File: src/hw/rtl/hlm_pkg.sv
// ----------------------------------------------------------------------------
// hlm_pkg
// Shared constants, codes and types of the heartbeat liveness monitor.
// ----------------------------------------------------------------------------
package hlm_pkg;

    localparam int NODES_DEF     = 32;
    localparam int TIME_BITS_DEF = 48;

    // fixed field widths
    localparam int MODE_W     = 4;
    localparam int NODE_W     = 5;
    localparam int STATUS_W   = 3;
    localparam int NSTATE_W   = 2;
    localparam int MISS_W     = 8;
    localparam int PERIOD_W   = 32;
    localparam int CFG_IDX_W  = 1;
    localparam int CFG_DATA_W = 32;
    // widest node index the recency list carries (up to 64 nodes)
    localparam int ID_MAX_W   = 6;

    localparam logic [PERIOD_W-1:0] PERIOD_RESET = 32'd15000000;
    localparam logic [MISS_W-1:0]   ALLOW_RESET  = 8'd2;
    localparam logic [MISS_W-1:0]   MISS_MAX     = 8'hFF;

    // event codes
    localparam logic [MODE_W-1:0] MODE_ADD        = 4'd0;
    localparam logic [MODE_W-1:0] MODE_LOGIN      = 4'd1;
    localparam logic [MODE_W-1:0] MODE_LOGOUT     = 4'd2;
    localparam logic [MODE_W-1:0] MODE_MARK_EXP   = 4'd3;
    localparam logic [MODE_W-1:0] MODE_FORCE_EXP  = 4'd4;
    localparam logic [MODE_W-1:0] MODE_BEAT       = 4'd5;
    localparam logic [MODE_W-1:0] MODE_CHECK      = 4'd6;
    localparam logic [MODE_W-1:0] MODE_BEAT_ALL   = 4'd7;
    localparam logic [MODE_W-1:0] MODE_OLD_MASTER = 4'd8;
    localparam logic [MODE_W-1:0] MODE_QUERY      = 4'd9;

    // result status codes
    localparam logic [STATUS_W-1:0] STAT_OK          = 3'd0;
    localparam logic [STATUS_W-1:0] STAT_UNKNOWN     = 3'd1;
    localparam logic [STATUS_W-1:0] STAT_BAD_CHANGE  = 3'd2;
    localparam logic [STATUS_W-1:0] STAT_NOT_ALLOWED = 3'd3;
    localparam logic [STATUS_W-1:0] STAT_EXPIRED     = 3'd4;

    // node states
    localparam logic [NSTATE_W-1:0] NS_OUT = 2'd0;
    localparam logic [NSTATE_W-1:0] NS_IN  = 2'd1;
    localparam logic [NSTATE_W-1:0] NS_EXP = 2'd2;
    localparam logic [NSTATE_W-1:0] NS_OM  = 2'd3;

    // configuration register indexes
    localparam logic [CFG_IDX_W-1:0] REG_PERIOD = 1'b0;
    localparam logic [CFG_IDX_W-1:0] REG_ALLOW  = 1'b1;

    // command to the recency list
    typedef struct packed {
        logic                rem_en;
        logic                app_en;
        logic [ID_MAX_W-1:0] id;
        logic                snap_load;
        logic                snap_shift;
    } lcmd_t;

endpackage

File: src/hw/rtl/hlm_cell.sv
// ----------------------------------------------------------------------------
// hlm_cell
// One slot of the recency list: holds a node index and a snapshot copy,
// closes gaps by taking its right neighbor's index.
// ----------------------------------------------------------------------------
module hlm_cell #(
    parameter int IDX_W = 5,
    parameter int CNT_W = 6,
    parameter int POS   = 0
) (
    input  logic               clk,
    input  hlm_pkg::lcmd_t     cmd,
    input  logic [CNT_W-1:0]   slot,
    input  logic               hit_in,
    input  logic [IDX_W-1:0]   next_id,
    input  logic [IDX_W-1:0]   next_snap,
    output logic               hit_out,
    output logic [IDX_W-1:0]   id,
    output logic [IDX_W-1:0]   snap
);
    import hlm_pkg::*;

    logic [IDX_W-1:0] id_reg;
    logic [IDX_W-1:0] id_next;
    logic [IDX_W-1:0] snap_reg;
    logic [IDX_W-1:0] snap_next;

    // pass the removal mark on to the right
    assign hit_out = hit_in | (cmd.rem_en && (id_reg == IDX_W'(cmd.id)));

    always_comb
    begin
        id_next = id_reg;
        if (hit_out)
        begin
            id_next = next_id;
        end
        if (cmd.app_en && (slot == CNT_W'(POS)))
        begin
            id_next = IDX_W'(cmd.id);
        end
        snap_next = snap_reg;
        if (cmd.snap_load)
        begin
            snap_next = id_reg;
        end
        else if (cmd.snap_shift)
        begin
            snap_next = next_snap;
        end
    end

    always_ff @(posedge clk)
    begin
        id_reg   <= id_next;
        snap_reg <= snap_next;
    end

    assign id   = id_reg;
    assign snap = snap_reg;

endmodule

File: src/hw/rtl/hlm_list.sv
// ----------------------------------------------------------------------------
// hlm_list
// Recency list of logged-in nodes, least recent at slot zero, built as a
// row of cells with a fill count.
// ----------------------------------------------------------------------------
module hlm_list #(
    parameter int NODES = hlm_pkg::NODES_DEF,
    parameter int IDX_W = 5,
    parameter int CNT_W = 6
) (
    input  logic             clk,
    input  logic             rst_n,
    input  hlm_pkg::lcmd_t   cmd,
    output logic [CNT_W-1:0] count,
    output logic [IDX_W-1:0] head_snap
);
    import hlm_pkg::*;

    logic [CNT_W-1:0] count_reg;
    logic [CNT_W-1:0] count_next;
    logic [CNT_W-1:0] slot;
    logic [NODES:0]   hits;
    logic [IDX_W-1:0] ids   [NODES+1];
    logic [IDX_W-1:0] snaps [NODES+1];

    // append lands one slot lower when the node leaves its old place
    assign slot = count_reg - CNT_W'(cmd.rem_en);

    always_comb
    begin
        count_next = slot;
        if (cmd.app_en)
        begin
            count_next = slot + CNT_W'(1);
        end
    end

    always_ff @(posedge clk or negedge rst_n)
    begin
        if (!rst_n)
        begin
            count_reg <= '0;
        end
        else
        begin
            count_reg <= count_next;
        end
    end

    assign hits[0]      = 1'b0;
    assign ids[NODES]   = '0;
    assign snaps[NODES] = '0;

    for (genvar g = 0; g < NODES; g++)
    begin : g_cell
        hlm_cell #(
            .IDX_W (IDX_W),
            .CNT_W (CNT_W),
            .POS   (g)
        ) u_cell (
            .clk       (clk),
            .cmd       (cmd),
            .slot      (slot),
            .hit_in    (hits[g]),
            .next_id   (ids[g+1]),
            .next_snap (snaps[g+1]),
            .hit_out   (hits[g+1]),
            .id        (ids[g]),
            .snap      (snaps[g])
        );
    end

    assign count     = count_reg;
    assign head_snap = snaps[0];

endmodule

File: config.mk
export PLATFORM = sky130hd
export DESIGN_NAME = hlm_list
export DESIGN_NICKNAME = d
export VERILOG_FILES = /design/src/hw/rtl/hlm_pkg.sv /design/src/hw/rtl/hlm_cell.sv /design/src/hw/rtl/hlm_list.sv
export SDC_FILE = /design/constraint.sdc
export NUM_CORES = 1
export LEC_CHECK = 0
export ABC_AREA = 0
export BUFFER_PORTS_ARGS = -buffer_cell sky130_fd_sc_hd__buf_2
export CORE_AREA = 3 3 171 173
export DETAILED_ROUTE_END_ITERATION = 16
export DIE_AREA = 0 0 174 176
export GPL_ROUTABILITY_DRIVEN = 0
export PLACE_DENSITY = 0.83
export REMOVE_ABC_BUFFERS = 1
export SLEW_MARGIN = 20
export SYNTH_ARGS = -nofsm -noshare
export SYNTH_HDL_FRONTEND = slang
export SYNTH_SLANG_ARGS = --single-unit
File: constraint.sdc
create_clock -name clk -period 4.5 [get_ports clk]
set_input_delay 0 -clock clk [delete_from_list [all_inputs] [get_ports clk]]
set_output_delay 0 -clock clk [all_outputs]
set_load 0.02 [all_outputs]
# [Word-level counts from Yosys, hierarchy flattened]
# Cells that the tools add are included.
[word_totals] register_bits=326 latch_bits=0 ram_bits=0 rom_bits=0 in_bits=12 out_inout_bits=11 word_cells=388 mem_count=0
[op_classes] n_addsub=2 n_mul=0 div=0 order_cmp=0 n_eq_ne=63 shifts=0 n_mux=129 bitwise=31 n_reduce_logical=98
[ops] op="5-bit 2-to-1 mux" n=128
[ops] op="5-bit == test" n=32
[ops] op="6-bit by 5-bit == test with 1-bit output, second input constant" n=16
[ops] op="2-bit nonzero test" n=33
[ops] op="1-bit logical AND" n=64
[ops] op="6-bit by 4-bit == test with 1-bit output, second input constant" n=8
[ops] op="1-bit bitwise OR" n=31
[ops] op="6-bit by 3-bit == test with 1-bit output, second input constant" n=4
[ops] op="6-bit by 2-bit == test with 1-bit output, second input constant" n=2
[ops] op="6-bit by 1-bit adder with 6-bit output, second input constant" n=1
[ops] op="6-bit by 1-bit == test with 1-bit output, second input constant" n=1
[ops] op="6-bit logical NOT" n=1
[ops] op="6-bit 2-to-1 mux" n=1
[ops] op="6-bit by 1-bit subtractor with 6-bit output" n=1

# [Logic depth before layout (Yosys ltp)]
# Gate-level depths: netlist (run 1).
[depth] ltp_word=35 ltp_mapped=11 ltp_nobuf=9

# [Modules after synthesis]
# A second synthesis (run 1) with hierarchy kept.
[unflattened] hier_cells=1135 area_unflattened_um2=17639.4
[modules_own_cells] module="hlm_cell (g_cell[19].u_cell ...)" n_inst=6 cells_each=33 area_each_um2=525.5 seq_area_each_um2=300.3
[modules_own_cells] module="hlm_cell (g_cell[10].u_cell ...)" n_inst=4 cells_each=34 area_each_um2=551.8 seq_area_each_um2=300.3
[modules_own_cells] module="hlm_cell (g_cell[11].u_cell ...)" n_inst=4 cells_each=34 area_each_um2=541.8 seq_area_each_um2=300.3
[modules_own_cells] module="hlm_cell (g_cell[23].u_cell ...)" n_inst=4 cells_each=35 area_each_um2=538.0 seq_area_each_um2=300.3
[modules_own_cells] module="hlm_cell (g_cell[4].u_cell ...)" n_inst=2 cells_each=34 area_each_um2=549.3 seq_area_each_um2=300.3
[modules_own_cells] module="hlm_cell (g_cell[20].u_cell ...)" n_inst=2 cells_each=34 area_each_um2=535.5 seq_area_each_um2=300.3
[modules_own_cells] module="hlm_cell (g_cell[1].u_cell ...)" n_inst=2 cells_each=34 area_each_um2=528.0 seq_area_each_um2=300.3
[modules_own_cells] module="hlm_cell (g_cell[17].u_cell ...)" n_inst=2 cells_each=34 area_each_um2=518.0 seq_area_each_um2=300.3
[modules_own_cells] module="hlm_cell (g_cell[0].u_cell ...)" n_inst=2 cells_each=34 area_each_um2=515.5 seq_area_each_um2=300.3
[modules_own_cells] module="hlm_cell (g_cell[12].u_cell)" n_inst=1 cells_each=34 area_each_um2=544.3 seq_area_each_um2=300.3
[modules_own_cells] module="hlm_cell (g_cell[15].u_cell)" n_inst=1 cells_each=34 area_each_um2=539.3 seq_area_each_um2=300.3
[modules_own_cells] module="hlm_cell (g_cell[3].u_cell)" n_inst=1 cells_each=33 area_each_um2=536.8 seq_area_each_um2=300.3
[modules_own_cells] module="hlm_cell (g_cell[31].u_cell)" n_inst=1 cells_each=35 area_each_um2=535.5 seq_area_each_um2=300.3
[modules_own_cells] module="hlm_list" n_inst=1 cells_each=49 area_each_um2=511.7 seq_area_each_um2=150.1

# [Worst setup path before layout (run 1)]
# Ideal clock, no wire load.
[synth_path] path_kind="input to register" from="in cmd[1] in the netlist's numbering" to="reg g_cell[0].u_cell.snap_reg[0], enable pin" setup_ps=453 arrival_ps=2780 required_ps=4047 setup_slack_ps=1267 stages=4 path_buffers=3 path_cell_list="clkbuf_1 > clkbuf_1 > clkbuf_1 > or2_2"
[synth_between] elab_chain_len=1
[synth_lines] element="from (decl)" line="hlm_list.sv:13" source="input hlm_pkg::lcmd_t cmd,"
[synth_lines] element="2-bit nonzero test (no source line)"
[synth_lines] element="to (signal assigned)" line="hlm_cell.sv:56" source="snap_reg <= snap_next;"
[synth_lines] element="to (decl)" line="hlm_cell.sv:25" source="logic [IDX_W-1:0] snap_reg;"
# No other way between the ends.
# A chain may end at the register's enable or synchronous reset.

# [Final worst setup path (run 1)]
[layout_path] from="reg count_reg[0], in the netlist count[0]" to="reg g_cell[31].u_cell.id_reg[4], enable pin"
[layout_between] elab_chain_len=4
[layout_lines] element="from (decl)" line="hlm_list.sv:19" source="logic [CNT_W-1:0] count_reg;"
[layout_lines] element="from (signal assigned)" line="hlm_list.sv:46" source="count_reg <= count_next;"
[layout_lines] element="6-bit by 1-bit subtractor with 6-bit output" line="hlm_list.sv:27" source="assign slot = count_reg - CNT_W'(cmd.rem_en);"
[layout_lines] element="6-bit by 5-bit == test with 1-bit output" line="hlm_cell.sv:38" source="if (cmd.app_en && (slot == CNT_W'(POS)))"
[layout_lines] element="1-bit logical AND" line="hlm_cell.sv:38"
[layout_lines] element="2-bit nonzero test (no source line)"
[layout_lines] element="to (signal assigned)" line="hlm_cell.sv:55" source="id_reg <= id_next;"
[layout_lines] element="to (decl)" line="hlm_cell.sv:23" source="logic [IDX_W-1:0] id_reg;"
# No other way between the ends.

==> impl_summary.md, run 1 <==
Synth
The post-synth design cell area is 16570 um^2. The dominant cell type by area after synthesis is edfxtp_1. Yosys instantiated no cell more often than edfxtp_1. The synthesized design devotes to its leading area cell type 57.99% of total area. The number of distinct library cell variants in the gate-level netlist after synthesis is 53. The sequential-to-total area share from yosys stat is 58.90%. The per-instance average area after synthesis is between 15 and 20 um^2. The flip-flop cell with the highest count after synthesis is edfxtp_1.

After synthesis, the most frequently instantiated cells are edfxtp_1 (320), mux2_2 (310), xor2_1 (106). The async set-reset flop share out of synthesis is 1.840%. Yosys mapped a number of flops with a built-in enable equal to 320.

During synthesis, Yosys emitted a total of 0 warnings. In the post-synthesis netlist, the biggest area contributors are edfxtp_1 (58%), mux2_2 (21%), xor2_1 (5.6%). The count of state elements after synthesis is around 330. The cell count after synthesis is 1084.

Clock network
The tree is rooted in a clkbuf_16. Buffers inserted during clock tree synthesis total 35. The CTS tree is yes. The number of buffers added to fix hold violations after cts is 3. After clock tree synthesis, the clock-pin slew on the worst setup and hold paths is 60 ps. The buffer count from post-CTS setup fixing is 0. Gates resized during post-CTS repair numbered 0. The number of buffers on the longest clock path is 3.

The latest clock arrival within the worst-skew pair is roughly 510 ps. The H-tree was split into 2 levels. The clock drives 326 sinks.

STA
The final-report setup violation count is 0. The clock arrives with 13.97 ps of skew. After layout, the worst setup slack is 1277 ps. For the finished layout, the period the worst path requires is 3223 ps. Setup repair after global routing left no endpoint under its margin. Adding up every negative setup slack in the final design gives 0 ps. Measured against its own limit, the worst slew margin works out to between 40% and 50%. After layout, the worst path uses 71.63% of the clock period. The max-slew violation total from the final report is 0. The fmax is ~310 MHz. The transition at the pin with the smallest max-transition slack is 858.8 ps.

The final-report hold violation count is 0.

Final layout
The final cell count without fillers is 1507. The final core area utilization is 65.03%. The final layout net count is 1124. The area growth from synthesis to layout is 9.039%.

In the final layout, the share of cells above drive strength 1 is 37.50%. The count of filler cells inserted in the layout is 1991.

Place
The total instance count after detailed placement is 1444. The number of I/O port buffers is 21. The post-placement setup slack is between 1000 and 1500 ps. The detailed placer's ending HPWL is 21160 um.

Global routing
Entering global routing, the biggest net connects 60 pins. The overall track demand over capacity in global routing is 21.05%. The number of global-route vias before repair is 9393. The first global-routing pass estimated 51600 um of wire. The initial antenna violation count was 1. The final global-route overflow total is 0.

Worst hold path
The path class of the tightest hold or removal check is input port to flip-flop.

Worst setup path
The type of element launching the critical path is a flip-flop. The worst setup path is captured at a flip-flop. Data arrives at the worst endpoint at 3410 ps.

The largest driver fanout on the critical path is 6. The setup path with the least slack is of type flip-flop to flip-flop. STA puts the critical path data required time at 4690 ps.

Detailed routing
The final layout contains routed wiring with a total length of 31950 um. Dividing the detail-routed wire length by the instance count gives around 21 um. The number of nets with antenna violations after routing is 0. The post-detailed-route DRC marker count is 0. The detailed router placed 9005 vias in this run. The violation count after the first detailed-routing iteration is 711. The number of detailed-routing iterations run before antenna repair is 4.

The number of vias per cell is about 6.

Run status
The run finished with clean final reports.

Die
The initial utilization of the core area, before any placement, comes to between 50% and 60%. The number of placement rows is 61. In this run the horizontal extent of the chip is 174 um. The number of top-level design ports is 23.

The core area is 27780 um^2. The vertical die dimension is 176 um. The full die area is 30620 um^2.

Power
In this run the static leakage power is between 6 and 7 nW. Overall power consumption after layout is estimated at 11.20 mW. The cell area power density is 620.0 nW/um^2. Across the VDD grid, the largest voltage drop is 0.0004526 V.

Flow run
The total of max-cap violations is 0.
==> worst max-delay path, cell delays in order (launching register included) <==
cell,delay [ps]
dfrtp_1,340
inv_1,50
ha_1,200
ha_1,350
inv_1,130
ha_1,430
nand2_1,340
nor3b_1,700
nor2_1,110
nand3_1,260
==> final cells by class <==
class	instances	area, um^2	share of cell area (%)
Timing Repair Buffer	43	321.6	1.780
Tap cell	378	473.0	2.618
Clock inverter	13	105.1	0.5817
Clock buffer	46	959.7	5.312
Antenna cell	1	2.502	0.01385
Multi-Input combinational cell	691	6412	35.49
Sequential cell	326	9759	54.02
Inverter	9	33.78	0.1870
==> cells in the final DEF, fill, tap and decap left out, types with 9 or more instances in the layout <==
cell | netlist | routed
xnor2_1 | 63 | 63
clkbuf_1 | 36 | 9
nor4_1 | 25 | 25
xor2_1 | 106 | 106
clkbuf_16 | 0 | 37
and2_1 | 13 | 13
nor2_1 | 19 | 19
inv_1 | 9 | 9
mux2_2 | 310 | 310
nand3_1 | 18 | 18
edfxtp_1 | 320 | 320
and3_1 | 11 | 11
nand2_1 | 36 | 36
buf_2 | 5 | 20
buf_4 | 3 | 16
nand4_1 | 14 | 14
==> cell families (layout without fill, tap and decap cells) <==
group	after synthesis	in the layout	synth area share, %
compound gates	18	18	0.8306
xor+xnor	171	171	9.265
fa+ha+maj	6	6	0.4531
buf+inv	67	111	2.416
flops	326	326	58.90
mux	311	311	21.13
other cells	0	1	0
simple gates	185	185	7.008
==> report_power, final <==
| group | total [mW] | switching (mW) | internal, mW |
|---|---|---|---|
| clock | 2.72 | 1.11 | 1.61 |
| sequential | 5.56 | 0.685 | 4.88 |
| combinational | 2.92 | 1.55 | 1.37 |
| total | 11.2 | 3.35 | 7.85 |
==> worst paths after layout <==
check | from | to | slack (ps) | cells after the start
worst max register to register | count[0] | g_cell[31].u_cell.id[4] | 1280 | 9
max in group asynchronous | rst_n | count[0] | 3770 | 3
worst max-delay path | count[0] | g_cell[31].u_cell.id[4] | 1280 | 9
min in group asynchronous | rst_n | count[5] | 490 | 3
worst min register to register | g_cell[29].u_cell.snap[1] | g_cell[28].u_cell.snap[1] | 540 | 1
worst min-delay path | cmd[5] | g_cell[31].u_cell.id[3] | 90 | 2
==> metrics by stage <==
| step | hold WS [ps] | cell area, um^2 |
|---|---|---|
| floorplan | -295.6 | 16200 |
| global placement | -160.4 | 16970 |
| detailed placement | -157.4 | 16970 |
| CTS | 72.92 | 18060 |
| global route | 103.0 | 18070 |
| finish | 87.68 | 18070 |
==> routing by layer <==
metal	global-route usage, %	wire length, um
met5	0	0
met4	6.870	839
met3	3.957	2008
met2	34.25	15340
met1	28.95	13770
No activity file was read; power rests on OpenSTA's default activity.
==> run 2, diff against run 1 <==
ABC_AREA = 1   (was 0)
CORE_AREA = 3 3 173 175   (was 3 3 171 173)
DIE_AREA = 0 0 176 178   (was 0 0 174 176)
clock period = 2.7 ns   (was 4.5 ns; I/O delays follow)
==> impl_summary.md, run 2 <==
Global routing
The initial antenna violation count came to 0. The maximum number of pins on one net before global-route repair is 94. Global routing consumed, over all layers together, 27.63% of the routing resources. Global routing finished with a remaining overflow of 0. The first global-routing pass estimated 68090 um of wire.

The number of global-route vias before repair is 13370.

STA
Summed over all failing endpoints, the final setup total negative slack is -24410 ps. The clock skew is 12.31 ps. The fmax is ~300 MHz. The relative slew slack is 43.21%. The transition at the pin with the smallest max-transition slack is ~850 ps. Setup repair after global routing could not meet its margin everywhere. The final-report setup violation count is 60. The worst path in the final design needs a cycle of approximately 3400 ps, including I/O delays and setup.

On the final layout, the worst hold slack is 12.54 ps. The fraction of the cycle the final worst path needs is 124.2%. The final-report hold violation count is 0. The post-route worst setup slack is -652.9 ps. The max-slew violation total from the final report is 0.

Detailed routing
The first routing iteration left 1907 violations. In the routed layout, each cell is associated on average with a via count of 5.963. In the final routed layout, each cell accounts on average for 19.45 um. The post-detailed-route DRC marker count is 0.

For this block, the via count after detailed routing is 13490. The number of detailed-routing iterations run before antenna repair is 6. For this block, the routed nets add up to 44010 um of wire.

The number of nets with antenna violations after routing is 0.

Flow run
Across the run, the number of max-cap violations was 0.

Clock network
The clock-pin slew of the registers on the worst-case setup and hold paths is 60 ps. The number of levels in the clock H-tree is 2. The CTS sink count is 326. The CTS tree is yes.

The number of buffers on the longest clock path is 3. The tree is rooted in a clkbuf_16. For the worst-skew pair, the clock arrives at the later sink with an insertion delay of between 500 and 600 ps.

Buffers inserted during clock tree synthesis total 36.

Worst setup path
STA classifies the critical path endpoint as a flip-flop. STA classifies the critical path startpoint as a flip-flop. In this run the critical register-to-register path is captured at g_cell[31].u_cell.id[0]. Measured in cells, the most critical reg-to-reg path has a length of 20. The largest driver fanout on the critical path is 5.

STA puts the critical path data arrival time at 3540 ps. In this run the critical register-to-register path is launched from g_cell[1].u_cell.id[1]. STA puts the critical path data required time at 2890 ps.

The category of the critical setup timing path is flip-flop to flip-flop. In this run the register-to-register setup slack is -650 ps.

Place
The post-placement setup slack is -740.3 ps. The wire-length estimate of the detail-placed layout is 29010 um. The cell area after placement is 17550 um^2. In this run the tool buffered the top-level ports with 21 buffer cells. Counting tap cells, the placed design contains a total of 2153 instances.

Synth
The sequential-to-total area share from yosys stat is 60.49%. The most used flip-flop cell after synthesis is edfxtp_1. The synthesized design contains 320 enable-type register cells. The area share of the largest cell type after synthesis is 59.56%.

Synthesis handed over a netlist of 1702 instances. The per-instance average area after synthesis is 9.479 um^2. For this run, the number of Yosys warnings is 0.

In the post-synthesis netlist, the biggest area contributors are edfxtp_1 (60%), nand2_1 (13%), o21ai_0 (8.0%). After synthesis the cells add up to 16130 um^2. The commonest cells after synthesis are nand2_1 (559), edfxtp_1 (320), o21ai_0 (258).

The largest total area in the synthesized netlist belongs to edfxtp_1. The count of state elements after synthesis is roughly 330. The cell with the most instances after synthesis is nand2_1. For this run, asynchronously set or reset flops after synthesis account for 1.840%. The number of distinct library cell variants in the gate-level netlist after synthesis is 36.

Die
The die is 176 um wide. 23 I/O pins were placed. The full die area is between 30000 and 40000 um^2.

The initialized floorplan defines 62 standard-cell rows. The vertical die dimension is 178 um. The core area is 28630 um^2. The initial standard-cell utilization of the core is 56.36%.

Final layout
From synthesis to final layout, the design area changed by 18.75%. 0 antenna diodes ended up in the layout. At the end of the flow the core is filled with cells to about two thirds.

Of the cells placed in the final design, the portion with a size suffix greater than 1 is 17.72%. The final cell count without fillers is approximately 2300. The library cells used most frequently in the layout, excluding fill and tap cells, are nand2_1 (537), edfxtp_1 (320), o21ai_0 (256).

The leading cell type in the layout, fill and taps excluded is nand2_1. The post-route cell area is 19160 um^2. In the final design database the tool counted roughly 1900 nets.

Worst hold path
In this run the most critical hold path is launched from cmd[5]. The cell count of the worst hold path is 3. The path class of the tightest hold or removal check is input port to flip-flop. The worst hold path terminates at g_cell[2].u_cell.id[3].

Power
The worst-case IR drop observed on VDD is between 0.0007 and 0.0008 V. The overall power after layout is 20.11 mW. The cell area power density is around 1000 nW/um^2. The analysis attributes to cell leakage a power of 8.136 nW.

Run status
The checks that failed: negative setup slack. The flow ran to the end, but the final reports show violations.
[run 2: worst max path at each step]
stage | from | endpoint | slack, ps
final | g_cell[1].u_cell.id[1] | g_cell[31].u_cell.id[0] | -650
after CTS | g_cell[3].u_cell.id[2] | g_cell[31].u_cell.id[0] | -620
after global placement | g_cell[2].u_cell.id[1] | g_cell[30].u_cell.id[0] | -540
after detailed placement | g_cell[3].u_cell.id[1] | g_cell[31].u_cell.id[2] | -740
after floorplan | cmd[1] | g_cell[21].u_cell.snap[2] | -1460
after global routing | g_cell[3].u_cell.id[3] | g_cell[31].u_cell.id[2] | -810
[run 2: cell type report]
type | count | area, um^2
well taps | 384 | 480.5
clock buffers | 53 | 996.0
multi-input cells | 1126 | 5527
fillers | 2045 | 9468
flip-flops and latches | 326 | 9759
repair buffers | 225 | 1770
inverters | 140 | 533.0
clock inverters | 9 | 91.34
[run 2: power breakdown]
group | switching, mW | internal, mW | total [mW]
logic | 3.74 | 2.29 | 6.03
registers | 1.21 | 8.20 | 9.41
clock network | 1.93 | 2.74 | 4.67
[run 2: cell families after synthesis]
| family | synth area share (%) |
|---|---|
| fa+ha+maj | 0.4653 |
| compound gates | 13.53 |
| simple gates | 18.05 |
| buf+inv | 6.111 |
| xor+xnor | 1.357 |
| flops | 60.49 |
[run 2: timing repair]
item	in CTS	in global routing
buffers inserted	35	17
pin swaps	6	11
gates cloned	0	0
resized for setup	21	32
hold buffers	4	0
endpoints found under the setup margin	100	209
hold endpoints to repair	12	0
[run 2: worst max-delay path, cell delays in order, from the launching register on]
cell      delay [ps]
edfxtp_1         390
buf_4            140
nand2_2           70
nand2_2          100
nor2_2            60
nand3_2          110
nand4_4          100
nor2_4           170
nand4_4          110
nor2_4           150
nand4_4          150
nor2_4           170
nand4_4          100
nor2_4           160
nand4_4          110
nor2_4           140
nand4_4          100
nor2_4           140
nand4_4          130
nor2_4           180
nand4_1          250
[run 2: routing by layer]
layer | global-route usage (%) | share of wire [%] | vias up | routed length (um)
met2 | 47.20 | 48 | 896 | 21130
met1 | 34.06 | 36 | 6220 | 15620
met3 | 4.789 | 11 | 224 | 4638
met5 | 0 | 0 | - | 0
li1 | - | - | 6154 | -
met4 | 13.99 | 5.9 | 0 | 2614
